File: src/rtl/mpq_pkg.sv
// Package for the min-priority queue: sizes, codes, and the structs passed between modules.
// Depends on nothing; every other file of the block uses it, the RTL by scoped names and the testbench by import.
`timescale 1ns / 1ps

package mpq_pkg;

    // Number of keys the queue can hold.
    localparam int CAPACITY = 8;
    localparam int ADDR_W   = (CAPACITY > 1) ? $clog2(CAPACITY) : 1;
    localparam int CNT_W    = $clog2(CAPACITY + 1);
    localparam int KEY_W    = 32;
    localparam int STATUS_W = 2;
    localparam int OCC_W    = 4;

    typedef logic [ADDR_W-1:0]       addr_t;
    typedef logic [CNT_W-1:0]        cnt_t;
    typedef logic [CNT_W:0]          cnt_ext_t;
    typedef logic signed [KEY_W-1:0] key_t;
    typedef logic [OCC_W-1:0]        occ_t;

    // Result status codes.
    typedef enum logic [STATUS_W-1:0] {
        ST_OK    = 2'd0,
        ST_FULL  = 2'd1,
        ST_EMPTY = 2'd2
    } status_t;

    // Operation codes.
    typedef enum logic {
        CMD_INSERT = 1'b0,
        CMD_REMOVE = 1'b1
    } cmd_t;

    // Controller states.
    typedef enum logic [1:0] {
        S_IDLE,
        S_SCAN,
        S_SHIFT,
        S_FINISH
    } state_t;

    // Access request from the controller to the key memory.
    typedef struct packed {
        logic  we;
        addr_t waddr;
        key_t  wdata;
        logic  re;
        addr_t raddr;
    } ram_req_t;

    // Finished result handed from the controller to the output register.
    typedef struct packed {
        logic    valid;
        status_t status;
        key_t    key;
        occ_t    occupancy;
    } result_t;

    // Count as reported in the 4-bit occupancy field (wraps above 15).
    function automatic occ_t occ_of(cnt_t c);
        logic [CNT_W+OCC_W-1:0] w;
        w = {{OCC_W{1'b0}}, c};
        return w[OCC_W-1:0];
    endfunction

endpackage

File: src/rtl/mpq_req_if.sv
// Request channel of the min-priority queue: valid/ready handshake with command and key.
// Depends on mpq_pkg for the key width.
`timescale 1ns / 1ps

interface mpq_req_if;
    logic               valid;
    logic               ready;
    logic               cmd;
    mpq_pkg::key_t      key_in;

    modport source (output valid, output cmd, output key_in, input ready);
    modport sink   (input valid, input cmd, input key_in, output ready);
endinterface

File: src/rtl/mpq_rsp_if.sv
// Response channel of the min-priority queue: valid/ready handshake with status, key and count.
// Depends on mpq_pkg for the field widths.
`timescale 1ns / 1ps

interface mpq_rsp_if;
    logic                            valid;
    logic                            ready;
    logic [mpq_pkg::STATUS_W-1:0]    status;
    mpq_pkg::key_t                   key_out;
    mpq_pkg::occ_t                   occupancy;

    modport source (output valid, output status, output key_out, output occupancy, input ready);
    modport sink   (input valid, input status, input key_out, input occupancy, output ready);
endinterface

File: src/rtl/mpq_key_ram.sv
// Key store of the queue: one write port and one read port with registered read data.
// Depends on mpq_pkg for sizes and the request struct.
`timescale 1ns / 1ps

module mpq_key_ram (
    input  logic              clk,
    input  mpq_pkg::ram_req_t req,
    output mpq_pkg::key_t     rdata
);

    mpq_pkg::key_t mem [mpq_pkg::CAPACITY];
    mpq_pkg::key_t rdata_reg;

    // Write port.
    always_ff @(posedge clk)
    begin
        if (req.we)
        begin
            mem[req.waddr] <= req.wdata;
        end
    end

    // Registered read port; data holds between reads.
    always_ff @(posedge clk)
    begin
        if (req.re)
        begin
            rdata_reg <= mem[req.raddr];
        end
    end

    assign rdata = rdata_reg;

endmodule

File: src/rtl/mpq_ctrl.sv
// Sequencer of the queue: takes a transaction, appends an insert, or scans the key memory for the
// smallest key and closes the gap by shifting later keys down; hands out one result. Depends on mpq_pkg.
`timescale 1ns / 1ps

module mpq_ctrl (
    input  logic               clk,
    input  logic               rst_n,
    input  logic               in_valid,
    output logic               in_ready,
    input  logic               in_cmd,
    input  mpq_pkg::key_t      in_key,
    input  logic               slot_free,
    output mpq_pkg::result_t   result,
    output mpq_pkg::ram_req_t  ram_req,
    input  mpq_pkg::key_t      ram_rdata
);

    mpq_pkg::state_t  state_reg, state_next;
    mpq_pkg::cnt_t    count_reg, count_next;
    mpq_pkg::cnt_t    idx_reg, idx_next;
    mpq_pkg::cnt_t    data_idx_reg, data_idx_next;
    mpq_pkg::cnt_t    pos_reg, pos_next;
    mpq_pkg::key_t    best_reg, best_next;
    mpq_pkg::status_t pend_status_reg, pend_status_next;
    mpq_pkg::key_t    pend_key_reg, pend_key_next;

    logic             is_full;
    logic             is_empty;
    logic             scan_take;
    logic             scan_last;
    logic             shift_needed;
    logic             shift_last;
    mpq_pkg::key_t    best_new;
    mpq_pkg::cnt_t    pos_new;
    mpq_pkg::cnt_t    pos_plus1;
    mpq_pkg::cnt_ext_t idx_plus2;

    // Conditions on the stored count and the scan/shift progress.
    assign is_full      = (count_reg == mpq_pkg::cnt_t'(mpq_pkg::CAPACITY));
    assign is_empty     = (count_reg == '0);
    assign scan_take    = (data_idx_reg == '0) || (ram_rdata < best_reg);
    assign best_new     = scan_take ? ram_rdata : best_reg;
    assign pos_new      = scan_take ? data_idx_reg : pos_reg;
    assign scan_last    = (data_idx_reg == count_reg - mpq_pkg::cnt_t'(1));
    assign pos_plus1    = pos_new + mpq_pkg::cnt_t'(1);
    assign shift_needed = ({1'b0, pos_new} + mpq_pkg::cnt_ext_t'(1)) < {1'b0, count_reg};
    assign idx_plus2    = {1'b0, idx_reg} + mpq_pkg::cnt_ext_t'(2);
    assign shift_last   = (idx_plus2 >= {1'b0, count_reg});

    // Next state.
    always_comb
    begin
        state_next = state_reg;
        unique case (state_reg)
            mpq_pkg::S_IDLE:
            begin
                if (in_valid)
                begin
                    if ((in_cmd == mpq_pkg::CMD_REMOVE) && !is_empty)
                    begin
                        state_next = mpq_pkg::S_SCAN;
                    end
                    else
                    begin
                        state_next = mpq_pkg::S_FINISH;
                    end
                end
            end
            mpq_pkg::S_SCAN:
            begin
                if (scan_last)
                begin
                    state_next = shift_needed ? mpq_pkg::S_SHIFT : mpq_pkg::S_FINISH;
                end
            end
            mpq_pkg::S_SHIFT:
            begin
                if (shift_last)
                begin
                    state_next = mpq_pkg::S_FINISH;
                end
            end
            mpq_pkg::S_FINISH:
            begin
                if (slot_free)
                begin
                    state_next = mpq_pkg::S_IDLE;
                end
            end
            default:
            begin
                state_next = mpq_pkg::S_IDLE;
            end
        endcase
    end

    // Memory requests, handshake and datapath updates per state.
    always_comb
    begin
        in_ready         = (state_reg == mpq_pkg::S_IDLE);
        ram_req          = '0;
        count_next       = count_reg;
        idx_next         = idx_reg;
        data_idx_next    = data_idx_reg;
        pos_next         = pos_reg;
        best_next        = best_reg;
        pend_status_next = pend_status_reg;
        pend_key_next    = pend_key_reg;
        unique case (state_reg)
            mpq_pkg::S_IDLE:
            begin
                if (in_valid)
                begin
                    pend_status_next = mpq_pkg::ST_OK;
                    pend_key_next    = '0;
                    if (in_cmd == mpq_pkg::CMD_INSERT)
                    begin
                        if (is_full)
                        begin
                            pend_status_next = mpq_pkg::ST_FULL;
                        end
                        else
                        begin
                            // Append at the end of the list.
                            ram_req.we    = 1'b1;
                            ram_req.waddr = count_reg[mpq_pkg::ADDR_W-1:0];
                            ram_req.wdata = in_key;
                            count_next    = count_reg + mpq_pkg::cnt_t'(1);
                        end
                    end
                    else if (is_empty)
                    begin
                        pend_status_next = mpq_pkg::ST_EMPTY;
                    end
                    else
                    begin
                        // Start the scan with the first entry.
                        ram_req.re    = 1'b1;
                        ram_req.raddr = '0;
                        idx_next      = mpq_pkg::cnt_t'(1);
                        data_idx_next = '0;
                    end
                end
            end
            mpq_pkg::S_SCAN:
            begin
                best_next = best_new;
                pos_next  = pos_new;
                if (scan_last)
                begin
                    pend_key_next = best_new;
                    if (shift_needed)
                    begin
                        // Fetch the entry just above the removed one.
                        ram_req.re    = 1'b1;
                        ram_req.raddr = pos_plus1[mpq_pkg::ADDR_W-1:0];
                        idx_next      = pos_new;
                    end
                    else
                    begin
                        count_next = count_reg - mpq_pkg::cnt_t'(1);
                    end
                end
                else if (idx_reg < count_reg)
                begin
                    ram_req.re    = 1'b1;
                    ram_req.raddr = idx_reg[mpq_pkg::ADDR_W-1:0];
                    data_idx_next = idx_reg;
                    idx_next      = idx_reg + mpq_pkg::cnt_t'(1);
                end
            end
            mpq_pkg::S_SHIFT:
            begin
                // Move the fetched entry down one place and fetch the next.
                ram_req.we    = 1'b1;
                ram_req.waddr = idx_reg[mpq_pkg::ADDR_W-1:0];
                ram_req.wdata = ram_rdata;
                if (shift_last)
                begin
                    count_next = count_reg - mpq_pkg::cnt_t'(1);
                end
                else
                begin
                    ram_req.re    = 1'b1;
                    ram_req.raddr = idx_plus2[mpq_pkg::ADDR_W-1:0];
                    idx_next      = idx_reg + mpq_pkg::cnt_t'(1);
                end
            end
            mpq_pkg::S_FINISH:
            begin
            end
            default:
            begin
            end
        endcase
    end

    // Result handed to the output register.
    always_comb
    begin
        result.valid     = (state_reg == mpq_pkg::S_FINISH) && slot_free;
        result.status    = pend_status_reg;
        result.key       = pend_key_reg;
        result.occupancy = mpq_pkg::occ_of(count_reg);
    end

    // Control state.
    always_ff @(posedge clk or negedge rst_n)
    begin
        if (!rst_n)
        begin
            state_reg <= mpq_pkg::S_IDLE;
            count_reg <= '0;
        end
        else
        begin
            state_reg <= state_next;
            count_reg <= count_next;
        end
    end

    // Working registers of the scan and shift.
    always_ff @(posedge clk)
    begin
        idx_reg         <= idx_next;
        data_idx_reg    <= data_idx_next;
        pos_reg         <= pos_next;
        best_reg        <= best_next;
        pend_status_reg <= pend_status_next;
        pend_key_reg    <= pend_key_next;
    end

endmodule

File: src/rtl/min_priority_queue_core.sv
// Top level of the bounded min-priority queue: controller, key memory and output register.
// Depends on mpq_pkg, mpq_req_if, mpq_rsp_if, mpq_key_ram and mpq_ctrl.
//
// Usage:
//   req carries one command per transaction: insert key_in, or remove the smallest key.
//   rsp returns exactly one result per request: status (ok, full, empty), the removed
//   key (zero unless a remove succeeded) and the number of keys held afterwards.
//   An insert's result is loaded into the output register from the finish state once that
//   register is free, and is offered on rsp from the following cycle. A remove on a queue
//   of n keys scans all n keys, reading one stored key per cycle through the single memory
//   read port and comparing it against the running minimum, then shifts the keys above the
//   removed position p down one place, one write per cycle, each but the last with a read. Its
//   result is then loaded from the finish state in the same way. One request is processed at a
//   time: a new request is accepted only after the result of the last one is in the output register.
//   Reset empties the queue; the key memory itself is not cleared, since only
//   entries below the count are ever read.
//   The result sits in an output register, so the next request is accepted while an
//   earlier result still waits. If the receiver stalls with a result pending, the
//   next result is held inside until the register frees up.
`timescale 1ns / 1ps

module min_priority_queue_core (
    input  logic      clk,
    input  logic      rst_n,
    mpq_req_if.sink   req,
    mpq_rsp_if.source rsp
);

    mpq_pkg::ram_req_t ram_req;
    mpq_pkg::key_t     ram_rdata;
    mpq_pkg::result_t  result;
    logic              slot_free;

    logic                         rsp_valid_reg;
    logic [mpq_pkg::STATUS_W-1:0] rsp_status_reg;
    mpq_pkg::key_t                rsp_key_reg;
    mpq_pkg::occ_t                rsp_occ_reg;

    // The output register can take a result when empty or being drained.
    assign slot_free = !rsp_valid_reg || rsp.ready;

    mpq_ctrl u_ctrl (
        .clk       (clk),
        .rst_n     (rst_n),
        .in_valid  (req.valid),
        .in_ready  (req.ready),
        .in_cmd    (req.cmd),
        .in_key    (req.key_in),
        .slot_free (slot_free),
        .result    (result),
        .ram_req   (ram_req),
        .ram_rdata (ram_rdata)
    );

    mpq_key_ram u_key_ram (
        .clk   (clk),
        .req   (ram_req),
        .rdata (ram_rdata)
    );

    // Output register valid flag.
    always_ff @(posedge clk or negedge rst_n)
    begin
        if (!rst_n)
        begin
            rsp_valid_reg <= 1'b0;
        end
        else if (result.valid)
        begin
            rsp_valid_reg <= 1'b1;
        end
        else if (rsp.ready)
        begin
            rsp_valid_reg <= 1'b0;
        end
    end

    // Output register payload.
    always_ff @(posedge clk)
    begin
        if (result.valid)
        begin
            rsp_status_reg <= result.status;
            rsp_key_reg    <= result.key;
            rsp_occ_reg    <= result.occupancy;
        end
    end

    assign rsp.valid     = rsp_valid_reg;
    assign rsp.status    = rsp_status_reg;
    assign rsp.key_out   = rsp_key_reg;
    assign rsp.occupancy = rsp_occ_reg;

endmodule

File: src/flat_wrapper.sv
// flat-port wrapper written by rule: the top's interface ports become plain ports
module min_priority_queue_core_flat 
  (clk, rst_n, req_valid, req_cmd, req_key_in, req_ready, rsp_valid, rsp_status, rsp_key_out, rsp_occupancy, rsp_ready);
  mpq_req_if req_i ();
  mpq_rsp_if rsp_i ();
  input  logic clk;
  input  logic rst_n;
  input wire logic [$bits(req_i.valid)-1:0] req_valid;
  input wire logic [$bits(req_i.cmd)-1:0] req_cmd;
  input wire logic [$bits(req_i.key_in)-1:0] req_key_in;
  output wire logic [$bits(req_i.ready)-1:0] req_ready;
  output wire logic [$bits(rsp_i.valid)-1:0] rsp_valid;
  output wire logic [$bits(rsp_i.status)-1:0] rsp_status;
  output wire logic [$bits(rsp_i.key_out)-1:0] rsp_key_out;
  output wire logic [$bits(rsp_i.occupancy)-1:0] rsp_occupancy;
  input wire logic [$bits(rsp_i.ready)-1:0] rsp_ready;
  assign req_i.valid = req_valid;
  assign req_i.cmd = req_cmd;
  assign req_i.key_in = req_key_in;
  assign req_ready = req_i.ready;
  assign rsp_valid = rsp_i.valid;
  assign rsp_status = rsp_i.status;
  assign rsp_key_out = rsp_i.key_out;
  assign rsp_occupancy = rsp_i.occupancy;
  assign rsp_i.ready = rsp_ready;
  min_priority_queue_core u_core (.clk(clk), .rst_n(rst_n), .req(req_i), .rsp(rsp_i));
endmodule
File: config.mk
export PLATFORM = sky130hd
export DESIGN_NAME = min_priority_queue_core_flat
export DESIGN_NICKNAME = d
export VERILOG_FILES = /design/src/rtl/mpq_pkg.sv /design/src/rtl/mpq_req_if.sv /design/src/rtl/mpq_rsp_if.sv /design/src/rtl/mpq_key_ram.sv /design/src/rtl/mpq_ctrl.sv /design/src/rtl/min_priority_queue_core.sv /design/src/flat_wrapper.sv
export SDC_FILE = /design/constraint.sdc
export NUM_CORES = 1
export LEC_CHECK = 0
export BUFFER_PORTS_ARGS = -buffer_cell sky130_fd_sc_hd__buf_2
export CAP_MARGIN = 10
export CORE_MARGIN = 3
export CORE_UTILIZATION = 45
export CTS_BUF_LIST = sky130_fd_sc_hd__clkbuf_8
export DETAILED_ROUTE_END_ITERATION = 10
export SYNTH_ARGS = -nofsm -noshare
export SYNTH_HDL_FRONTEND = slang
export SYNTH_SLANG_ARGS = --single-unit
File: constraint.sdc
create_clock -name clk -period 6.25 [get_ports clk]
set_clock_uncertainty 0.1 [all_clocks]
set_input_delay 1.5625 -clock clk [delete_from_list [all_inputs] [get_ports clk]]
set_output_delay 1.5625 -clock clk [all_outputs]
set_load 0.1 [all_outputs]
Word level (Yosys, flattened, before mapping)
Memory sizes are Yosys's and may differ from the RTL's. A register that Yosys moved wholly into a read port is not among the register bits.
Index checks and enable logic that the tools add are counted.
- $add $sub $neg: 6
- order comparisons: 4
- equality and inequality tests: 19
- muxes and demuxes: 51
- reduce and logical (&&, ||, !) cells: 18
- operators by type and width (operator ; number):
    2-to-1 mux 4 bit ; 25
    2-to-1 mux 32 bit ; 3
    2-to-1 mux 36 bit ; 2
    case mux 36 bit (2 select lines) ; 1
    case mux 32 bit (2 select lines) ; 1
    2-to-1 mux 40 bit ; 1
    case mux 4 bit (3 select lines) ; 3
    less-than comparator 32 bit ; 1
    inequality test 2 bit, second input constant ; 12
    2-to-1 mux 2 bit ; 7
    AND reduction 7 bit ; 2
    adder 4 x 1 -> 4 bit, second input constant ; 2
    logical NOT 4 bit ; 2
    case mux 2 bit (4 select lines) ; 1
    case mux 4 bit (2 select lines) ; 1
    2-to-1 mux 1 bit ; 6
    inequality test 3 bit, second input constant ; 2
    AND reduction 6 bit ; 1
    adder 4 x 1 -> 5 bit, second input constant ; 1
    adder 4 x 2 -> 5 bit, second input constant ; 1
    >= comparator 5 x 4 -> 1 bit ; 1
    less-than comparator 5 x 4 -> 1 bit ; 1
    == test 2 bit, second input constant ; 2
    == test 4 bit ; 1
    14 further kinds ; 18
- flip-flop bits (word level): 123
- bits in writable memories: 256
- bits of input ports: 37
- output and inout bits: 40
- logic and storage cells: 111
- memories kept: 1
- memory list (memory ; words ; width ; read ports ; clocked after memory_dff ; wr ports ; line ; source):
    u_core.u_key_ram.mem ; 8 ; 32 ; 1 ; 1 ; 1 ; mpq_key_ram.sv:11 ; mpq_pkg::key_t mem [mpq_pkg::CAPACITY];

Longest topological paths before layout
Gate-level depths: netlist of run 1.
- word-level depth: 8
- depth in mapped cells: 26
- gate-level depth less buffers: 24

By module
A second synthesis of run 1 with hierarchy kept.
- cells, all modules: 933
- area total of the unflattened synthesis: 17386.7 µm²
- by module, submodules not included (module ; instances ; cells an instance ; area an instance (µm²) ; sequential area each (µm²)):
    mpq_key_ram ; 1 ; 415 ; 10786.6 ; 8648.3
    mpq_ctrl ; 1 ; 477 ; 5411.4 ; 2492.4
    min_priority_queue_core ; 1 ; 41 ; 1188.6 ; 1166.1

Worst setup path before layout of run 1
OpenSTA, ideal clock, no wires.
- path kind: register to register
- start: register u_core.u_key_ram.rdata_reg[17] (netlist: u_core.u_key_ram.rdata[17]), read port of u_core.u_key_ram.mem
- end: register u_core.u_key_ram.rdata_reg[0] (netlist: u_core.u_key_ram.rdata[0]), read port of u_core.u_key_ram.mem (enable)
- setup time: 0.441 ns
- data arrival time: 5.321 ns
- required time: 5.709 ns
- path slack: 0.388 ns
- cell stages (with the launch flop): 18
- path buffers: 0
- clock period less this slack: 5.862 ns
- path through: edfxtp_1 ha_1 a21o_1 a221o_1 a221oi_2 nand2_2 nor2_1 mux2_4 nor2_1 nor2_1 ha_1 xor2_4 ha_1 o21a_1 o21ai_0 a221o_2 nand2_1 a31oi_1
- RTL lines (item ; line ; source):
    from (decl) ; mpq_key_ram.sv:12 ; mpq_pkg::key_t rdata_reg;

Final worst setup path of run 1
- start: register u_core.u_key_ram.rdata_reg[7] (netlist: u_core.u_key_ram.rdata[7]), read port of u_core.u_key_ram.mem
- end: register u_core.u_key_ram.rdata_reg[23] (netlist: u_core.u_key_ram.rdata[23]), read port of u_core.u_key_ram.mem (data pin)
- longest elaborated chain between the ends: 8
- elaborated cells between the ends (all ways): 9
- those cells by class: add/sub: 2; order compare: 2; mux: 4; reduce/logical: 1
- ends and longest elaborated chain (item ; line ; source):
    less-than comparator 32 bit * ; mpq_ctrl.sv:41 ; assign scan_take = (data_idx_reg == '0) || (ram_rdata < best_reg);
    logical OR 1 bit * ; mpq_ctrl.sv:41 ;
    2-to-1 mux 4 bit * ; mpq_ctrl.sv:43 ; assign pos_new = scan_take ? data_idx_reg : pos_reg;
    adder 4 x 1 -> 5 bit ; mpq_ctrl.sv:46 ; assign shift_needed = ({1'b0, pos_new} + mpq_pkg::cnt_ext_t'(1)) < {1'b0, count_reg};
    less-than comparator 5 x 4 -> 1 bit ; mpq_ctrl.sv:46 ;
    2-to-1 mux 4 bit * ; mpq_ctrl.sv:152 ; if (shift_needed)
    2-to-1 mux 4 bit * ; mpq_ctrl.sv:149 ; if (scan_last)
    case mux 4 bit (3 select lines) * ; mpq_ctrl.sv:109 ; unique case (state_reg)
Mark *: on every way between the ends. The rest lies on a longest branch, timed or not.
A chain may end at the register's enable or synchronous reset.

==> results of run 1 <==
final timing paths:
path                       slack, ns                          to                           start  depth (start not counted)
setup / recovery                0.44  u_core.u_key_ram.rdata[23]       u_core.u_key_ram.rdata[7]                         25
hold / removal                  0.31      u_core.rsp.key_out[25]  u_core.u_ctrl.pend_key_reg[25]                          0
setup reg to reg                0.44  u_core.u_key_ram.rdata[23]       u_core.u_key_ram.rdata[7]                         25
hold reg to reg                 0.31      u_core.rsp.key_out[25]  u_core.u_ctrl.pend_key_reg[25]                          0
max in group asynchronous       5.15  u_core.u_ctrl.count_reg[1]                           rst_n                          1
min in group asynchronous       0.71  u_core.u_ctrl.state_reg[1]                           rst_n                          1
worst register-to-register path: stages, from the launching register on:
cell      delay (ns)
edfxtp_1        0.49
ha_1            0.34
a21oi_1         0.15
o21ai_0         0.15
a221oi_1        0.34
buf_4           0.19
a21oi_4         0.08
nor2_1          0.29
mux2_4          0.34
nor2_1          0.12
nor2_1          0.07
ha_2            0.23
xor2_4          0.24
ha_1            0.28
o21a_1          0.12
o21ai_2         0.17
nand2_1         0.08
nor3_1          0.15
a21oi_1         0.07
mux2i_2         0.25
a41oi_4         0.26
buf_12          0.29
or3_1           0.31
o21ai_0         0.08
a32oi_1         0.10
o2111a_1        0.25
metal layers:
layer	global-route usage (%)	up-vias	routed length, um	share of wire, %
li1	-	4950	-	-
met4	5.96	0	730	1.7
met3	4.04	59	3290	7.5
met1	30.2	5450	20000	46
met5	0	-	0	0
met2	31.5	387	19700	45
cell usage in the layout (no fill, tap or decap), types with 23 or more instances in the layout:
cell and count:
a21oi_1 30, a22o_1 34, and2_1 41, buf_2 76, buf_4 38, clkbuf_8 73, edfxtp_1 404, ha_1 47
inv_1 82, mux2_2 38, nand2_1 82, nor2_1 54, nor3_1 34, o21ai_0 57, o21bai_1 23, or3_1 32
what timing repair did:
action	CTS	global route
buffers inserted	0	3
setup endpoints to repair	0	32
resized for setup	0	12
area by class of cell:
type	count	area share (%)
inverter	59	1.09
sequential	411	60.3
clock buffer	73	4.92
tap	518	3.18
timing repair buffer	122	4.10
multi-input combinational	694	25.2
clock inverter	46	1.22
cell families (layout without fill, tap and decap cells):
kind of cell	count (synthesis)	count (layout)	share of synthesized area, %
buffers and inverters	124	300	2.82
multiplexers	46	46	2.88
flip-flops	411	411	69.1
XOR/XNOR	15	15	0.844
AO/OA/AOI/OAI	250	250	10.7
adder cells (fa/ha/maj)	50	50	3.51
AND/OR/NAND/NOR	333	333	10.1
per-stage QoR:
| step | utilization (%) | area (um2) | hold slack (ns) | worst slack, ns | cells |
|---|---|---|---|---|---|
| 2_1_floorplan | - | 17800 | 0.300 | 0.388 | 1229 |
| 3_3_place_gp | 49.0 | 19000 | 0.303 | 0.192 | 1799 |
| 3_5_place_dp | 49.0 | 19000 | 0.305 | 0.0997 | 1799 |
| 4_1_cts | 52.2 | 20300 | 0.318 | 0.0838 | 1918 |
| 5_1_grt | 52.5 | 20400 | 0.322 | 0.0487 | 1923 |
| 6_report | 52.5 | 20400 | 0.313 | 0.444 | 1923 |
==> reports/qor.txt, run 1 <==
number of synthesized flops with an enable pin = 404
IO buf count = 76
Synth cell types = 77
area occupied by multi-input gates = 5140 um2
Die H = 205 um
Wirelength per Cell = 22.7 um
Primary FF master, synth = edfxtp_1
unrepaired setup endpoints after global routing = no
number of core rows = 72
Largest register FFs = 256
worst-case clock buffer depth = 3
detailed placement HPWL = 25600 um
max incr delay on CP = 0.49 ns
Post-CTS Hold Buffers = 0
sequential standard cell area = 12300 um2
CTS Buf Count = 69
GRT Residual Overflow = 0
Max Freq = 172 MHz
share of layout cells above drive strength 1 = 21.1%
Die ar. = 42000 um2
status = complete, no violations
area grow syn2layout = 14.6%
Synth top cells by count = 404 x edfxtp_1, 82 x nand2_1, 59 x inv_1, 59 x o21ai_0, 58 x nor2_1
Yosys top cell area share = 68.2%
# diodes = 0
mapped cell area = 17800 um2
GPL Wtd Cong = 0.831
DRC = 0
Total Routing Usage GR = 20.6%
Synth Net Count = 1316
first-pass GRT wire length = 65600 um
Hold Path Class = flop to flop
Final setup viols = 0
Core Box Area = 38800 um2
Async S/R FF share, synth = 1.70%
Crit Path Category = flop to flop
fin crit share = 92.9%
WP data required = 6.47 ns
nature of the critical path endpoint = flop
max cap viols = 0
synthesized netlist cell count = 1229
slew margin rel. = 30.9%
cell mode on critical path = nor2_1
DR pass1 iterations = 7
Max Fanout on Critical Path = 33
TritonCTS clock tree = done
Nets = 1444
fill count = 3268
CTS clk-pin slew, worst paths = 0.06 ns
H-Tree Depth = 3
Yosys top cell by area = edfxtp_1
Final Hold Viols = 0
top-count cell post-synth = edfxtp_1
largest net degree at the start of global routing = 78
final count of pins violating max slew = 0
Synth area leaders = edfxtp_1 68%, ha_1 3.5%, mux2_2 2.4%
Worst-Skew Late Latency = 0.60 ns
synth warn = 0
DR vias = 10800
antenna violations before repair = 0
Biggest register = u_core.u_key_ram.mem
CTS Sinks = 411
Initial Util = 45.8%
I/O pins = 77
sequential share of the synthesized area = 69.1%
ANT nets after route = 0
Routed WL = 43700 um
CP Buf/Inv Count = 2
setup_tns = 0 ns
Iter 0 DRT Violations = 943
post-route minimum period = 5.81 ns
crit path DAT = 6.03 ns
Startpoint Class = flop
Slowest-stage cell, CP = edfxtp_1
Top Family by Delay on Critical Path = compound AO/OA/AOI/OAI gates
worst-margin pin slew = 1.03 ns
Yosys reg bits = 411
Mean Syn Cell Area = 14.5 um2
CTS Root Cell = clkbuf_8
width of the die = 205 um
Via density = 5.64
vias in the first global route = 10700
Power of run 1 is left out: the tool's default activity adds up to more than one toggle a clock period on the data nets, which glitch-free logic cannot reach.
==> run 2: changes to the inputs <==
- ABC_AREA: unset -> 1
==> reports/qor.txt, run 2 <==
final count of pins violating max slew = 0 (unchanged)
setup_tns = 0 ns (unchanged)
fin crit share = 84.6% (-8.3 points)
largest net degree at the start of global routing = 129 (+65%)
Max Freq = 189 MHz (+9.8%)
antenna violations before repair = 0 (unchanged)
Synth top cells by count = 426 x nand2_1, 404 x edfxtp_1, 401 x inv_1
Primary FF master, synth = edfxtp_1
most common cell after layout, fill and taps aside = inv_1
share of layout cells above drive strength 1 = 10.7% (-10 points)
Largest register FFs = 256 (unchanged)
Worst setup startpoint = u_core.u_key_ram.rdata[29]
worst reg2reg setup slack = 0.96 ns (+0.52 ns)
DR pass1 iterations = 8 (+1)
CTS Sinks = 411 (unchanged)
number of synthesized flops with an enable pin = 404 (unchanged)
Async S/R FF share, synth = 1.70% (unchanged)
first-pass GRT wire length = 68800 um (+4.9%)
TritonCTS clock tree = done
Routed WL = 43900 um (+0.48%)
worst-case clock buffer depth = 3 (unchanged)
Biggest register = u_core.u_key_ram.mem
Post-CTS Hold Buffers = 0 (unchanged)
DRC = 0 (unchanged)
Synth area leaders = edfxtp_1 63%, nand2_1 8.3%, inv_1 7.8%
Initial Util = 45.7% (-0.15 points)
Via density = 4.98 (-12%)
mapped cell area = 19200 um2 (+7.9%)
slew margin rel. = 18.9% (-12 points)
Yosys reg bits = 411 (unchanged)
CTS Buf Count = 68 (-1.4%)
detailed placement HPWL = 27100 um (+5.9%)
GPL Wtd Cong = 0.831 (about the same)
Nets = 2044 (+42%)
Crit Path Category = flop to flop
Iter 0 DRT Violations = 1157 (+23%)
crit path DAT = 5.49 ns (-0.54 ns)
Hold Crit Start = u_core.u_ctrl.pend_key_reg[20]
width of the die = 213 um (+3.8%)
IO buf count = 76 (unchanged)
Final Hold Viols = 0 (unchanged)
vias in the first global route = 12200 (+14%)
WP data required = 6.45 ns (-0.02 ns)
most frequent cells in the layout = 431 x inv_1, 425 x nand2_1, 404 x edfxtp_1
CTS Root Cell = clkbuf_8
synth warn = 0 (unchanged)
post-route minimum period = 5.29 ns (-0.518 ns)
max cap viols = 0 (unchanged)
Total Routing Usage GR = 19.7% (-0.89 points)
synthesized netlist cell count = 1865 (+52%)
Yosys top cell area share = 63.1% (-5.0 points)
status = complete, no violations
Slowest-stage cell, CP = edfxtp_1
r2r endpoint = u_core.u_key_ram.rdata[11]
Startpoint Class = flop
Synth cell types = 46 (-40%)
Die ar. = 45200 um2 (+7.7%)
I/O pins = 77 (unchanged)
DR vias = 12700 (+17%)
reg2reg path depth = 28 (+12%)
Max Fanout on Critical Path = 56 (+70%)
cell mode on critical path = nand2_1
max incr delay on CP = 0.44 ns (-0.05 ns)
GRT Residual Overflow = 0 (unchanged)
unrepaired setup endpoints after global routing = no
area grow syn2layout = 11.1%
Min-Delay Endpoint = u_core.rsp.key_out[20]
Core Box Area = 42000 um2 (+8.3%)
post-CTS setup buffers = 0 (unchanged)
Wirelength per Cell = 17.3 um (-24%)
Hold Path Class = flop to flop
Yosys top cell by area = edfxtp_1
worst hold stages = 0 (unchanged)
H-Tree Depth = 3 (unchanged)
Worst R2R Start = u_core.u_key_ram.rdata[29]
sequential share of the synthesized area = 64.1% (-5.1 points)
CTS clk-pin slew, worst paths = 0.06 ns (about the same)
cts repair resizes = 0 (unchanged)
Die H = 213 um (+3.8%)
Final setup viols = 0 (unchanged)
top-count cell post-synth = nand2_1
number of core rows = 75 (+4.2%)
worst-margin pin slew = 1.20 ns (+0.170 ns)
Worst-Skew Late Latency = 0.60 ns (about the same)
Synth Net Count = 1952 (+48%)
nature of the critical path endpoint = flop
Mean Syn Cell Area = 10.3 um2 (-29%)
ANT nets after route = 0 (unchanged)
# diodes = 0 (unchanged)
## run 2: per-layer routing
layer | wire, um | GRT usage [%] | vias to the layer above
li1 | - | - | 6311
met5 | 0 | 0 | -
met1 | 20100 | 28.3 | 5900
met4 | 842 | 5.94 | 0
met2 | 20000 | 31.1 | 400
met3 | 2900 | 3.23 | 70
## run 2: cells by family (layout without fill, tap and decap cells)
logic type / count (synthesis) / in the layout / synth area share (%)
AO/OA/AOI/OAI: 152 / 152 / 4.80
XOR/XNOR: 12 / 12 / 0.547
adder cells (fa/ha/maj): 50 / 50 / 3.26
AND/OR/NAND/NOR: 752 / 752 / 16.8
buffers and inverters: 488 / 629 / 10.5
flip-flops: 411 / 411 / 64.1
## run 2: critical path: cells and delay by family (launching register included)
| kind | cells | cell delay (ns) |
|---|---|---|
| adder cells (fa/ha/maj) | 3 | 0.88 |
| XOR/XNOR | 1 | 0.12 |
| buffers and inverters | 4 | 0.52 |
| AO/OA/AOI/OAI | 3 | 0.78 |
| flip-flops | 1 | 0.44 |
| AND/OR/NAND/NOR | 17 | 2.06 |
## run 2: cell type report
class	count	area, um2
clock buffer	69	950
clock inverter	50	238
sequential	411	12300
timing repair buffer	103	646
inverter	407	1530
fill	3811	20700
multi-input combinational	966	5000
tap	539	674
## run 2: per-stage QoR
step                      setup WS [ns]  util (%)  hold WS (ns)  std cells  instance area [um2]
after floorplan                    1.01         -         0.300       1865                19200
after CTS                         0.984      50.7         0.310       2542                21300
after global routing              0.577      50.8         0.320       2545                21300
after global placement             1.07      47.9         0.301       2423                20100
after detailed placement           1.02      47.9         0.305       2423                20100
final                             0.962      50.8         0.312       2545                21300
## run 2: how the worst max path moves through the flow
stage                                      end  depth (start not counted)  slack [ns]
global route        u_core.u_key_ram.rdata[11]                         28        0.58
CTS                 u_core.u_key_ram.rdata[11]                         32        0.98
detailed placement  u_core.u_key_ram.rdata[11]                         32        1.02
floorplan            u_core.u_key_ram.rdata[0]                         22        1.01
global placement    u_core.u_key_ram.rdata[11]                         33        1.07
finish              u_core.u_key_ram.rdata[11]                         28        0.96
Power of run 2 is left out for the same reason.
==> run 3: changes to the inputs <==
- ABC_AREA: 1 -> 0
- clock period: 6.25 -> 4.6 ns (I/O delays scaled with it)
==> reports/qor.txt, run 3 (synthesis results as in run 1) <==
CTS Sinks = 411 (unchanged)
H-Tree Depth = 3 (unchanged)
vias in the first global route = 11300 (-7.0%)
final setup margin = -0.785 ns (-1.75 ns)
ANT nets after route = 0 (unchanged)
most common cell after layout, fill and taps aside = edfxtp_1
Total Routing Usage GR = 22.5% (+2.8 points)
CTS clk-pin slew, worst paths = 0.06 ns (about the same)
share of layout cells above drive strength 1 = 32.7% (+22 points)
Final Hold Viols = 0 (unchanged)
Final setup viols = 73 (+73)
pre-CTS setup slack = -0.813 ns (-1.83 ns)
Wirelength per Cell = 23.2 um (+34%)
Max Freq = 186 MHz (-1.8%)
r2r endpoint = u_core.u_key_ram.rdata[26]
TritonCTS clock tree = done
Worst-Skew Late Latency = 0.62 ns (+0.02 ns)
Worst R2R Start = u_core.u_key_ram.rdata[11]
width of the die = 205 um (-3.6%)
final count of pins violating max slew = 0 (unchanged)
area grow syn2layout = 25.1%
setup_tns = -38.22 ns (-38.22 ns)
post-route minimum period = 5.39 ns (+0.0971 ns)
worst reg2reg setup slack = -0.79 ns (-1.75 ns)
Max Fanout on Critical Path = 7 (-88%)
worst-case clock buffer depth = 3 (unchanged)
WP data required = 4.86 ns (-1.59 ns)
Initial Util = 45.8% (+0.15 points)
Routed WL = 47500 um (+8.2%)
Hold WS = 0.274 ns (-0.0387 ns)
nature of the critical path endpoint = flop
reg2reg path depth = 26 (-7.1%)
number of core rows = 72 (-4.0%)
first-pass GRT wire length = 69800 um (+1.5%)
Biggest register = u_core.u_key_ram.mem
detailed placement HPWL = 27900 um (+3.0%)
Layout Utilization = 57.4% (+6.6 points)
Iter 0 DRT Violations = 1025 (-11%)
status = complete, but fails checks
slew margin rel. = 34.8% (+16 points)
Startpoint Class = flop
CTS Buf Count = 69 (+1.5%)
max cap viols = 0 (unchanged)
Hold Path Class = input port to async pin
failing checks = setup timing
Die ar. = 42000 um2 (-7.1%)
worst-margin pin slew = 0.968 ns (-0.236 ns)
Crit Path Category = flop to flop
Largest register FFs = 256 (unchanged)
antenna violations before repair = 0 (unchanged)
GPL Wtd Cong = 0.849 (+2.1%)
GRT Residual Overflow = 0 (unchanged)
Nets = 1572 (-23%)
DR pass1 iterations = 5 (-3)
Die H = 205 um (-3.6%)
I/O pins = 77 (unchanged)
DRC = 0 (unchanged)
Via density = 5.57 (+12%)
largest net degree at the start of global routing = 57 (-56%)
most frequent cells in the layout = 404 x edfxtp_1, 123 x buf_4, 76 x buf_2
fill count = 3093 (-19%)
unrepaired setup endpoints after global routing = yes
IO buf count = 76 (unchanged)
crit path DAT = 5.64 ns (+0.15 ns)
Core Box Area = 38800 um2 (-7.6%)
DR vias = 11400 (-9.8%)
CTS Root Cell = clkbuf_8
fin crit share = 117% (+32 points)
==> run 3: cell count changes in the layout (fill, tap and decap cells not counted), sizes merged, moves of 40 or more <==
cell / change
nand2: -346
inv: -363
nor3: +50
buf: +144
nand3: -268
and2: +40
==> run 3: worst max path at each step <==
stage	startpoint	endpoint	slack [ns]
3_3_place_gp	u_core.u_key_ram.rdata[19]	u_core.u_key_ram.rdata[1]	-0.72
4_1_cts	u_core.u_key_ram.rdata[29]	u_core.u_key_ram.rdata[23]	-0.71
2_1_floorplan	u_core.u_ctrl.state_reg[0]	u_core.u_key_ram.mem[0][0]	-0.75
5_1_grt	u_core.u_key_ram.rdata[11]	u_core.u_key_ram.rdata[26]	-0.96
6_report	u_core.u_key_ram.rdata[11]	u_core.u_key_ram.rdata[26]	-0.79
3_5_place_dp	u_core.u_key_ram.rdata[19]	u_core.u_key_ram.rdata[12]	-0.81
==> run 3: worst max-delay path: stages, from the launching register on <==
cell       delay, ns
edfxtp_1        0.41
ha_1            0.33
a21oi_2         0.19
o21ai_1         0.16
a221oi_4        0.39
a21oi_4         0.13
nor3_2          0.20
mux2_4          0.34
nor2_4          0.12
nor2_4          0.05
ha_4            0.18
xor2_4          0.19
ha_4            0.27
o21a_1          0.12
o21ai_2         0.06
buf_4           0.14
a21oi_2         0.11
mux2i_1         0.08
buf_4           0.14
a41oi_4         0.31
buf_12          0.15
buf_8           0.12
buf_4           0.13
a31oi_4         0.12
buf_12          0.18
clkbuf_16       0.16
o2111a_1        0.23
==> run 3: timing repair <==
action / in CTS / in global routing
resized for setup: 75 / 53
setup endpoints to repair: 73 / 73
pin swaps: 35 / 31
hold buffers: 0 / 0
buffers inserted: 21 / 8
gates cloned: 8 / 3
==> run 3: routing by layer <==
metal	global-route usage [%]	part of all wire (%)
met5	0	0
met4	8.91	3.1
met1	32.2	44
met2	34.7	46
met3	3.86	7.0
==> run 3: cell type report <==
| type | instances | area (um2) | share of cell area [%] |
|---|---|---|---|
| Multi-Input combinational cell | 695 | 5600 | 25.1 |
| Inverter | 59 | 221 | 0.994 |
| Antenna cell | 1 | 2.50 | 0.0112 |
| Timing Repair Buffer | 249 | 2250 | 10.1 |
| Clock buffer | 72 | 991 | 4.45 |
| Sequential cell | 411 | 12300 | 55.3 |
| Clock inverter | 46 | 255 | 1.15 |
| Tap cell | 518 | 648 | 2.91 |
==> run 3: stage by stage <==
stage	instance area, um2	std cells
2_1_floorplan	17900	1229
3_3_place_gp	20000	1894
3_5_place_dp	20000	1894
4_1_cts	21900	2040
5_1_grt	22300	2050
6_report	22300	2051
Power of run 3 is left out for the same reason.
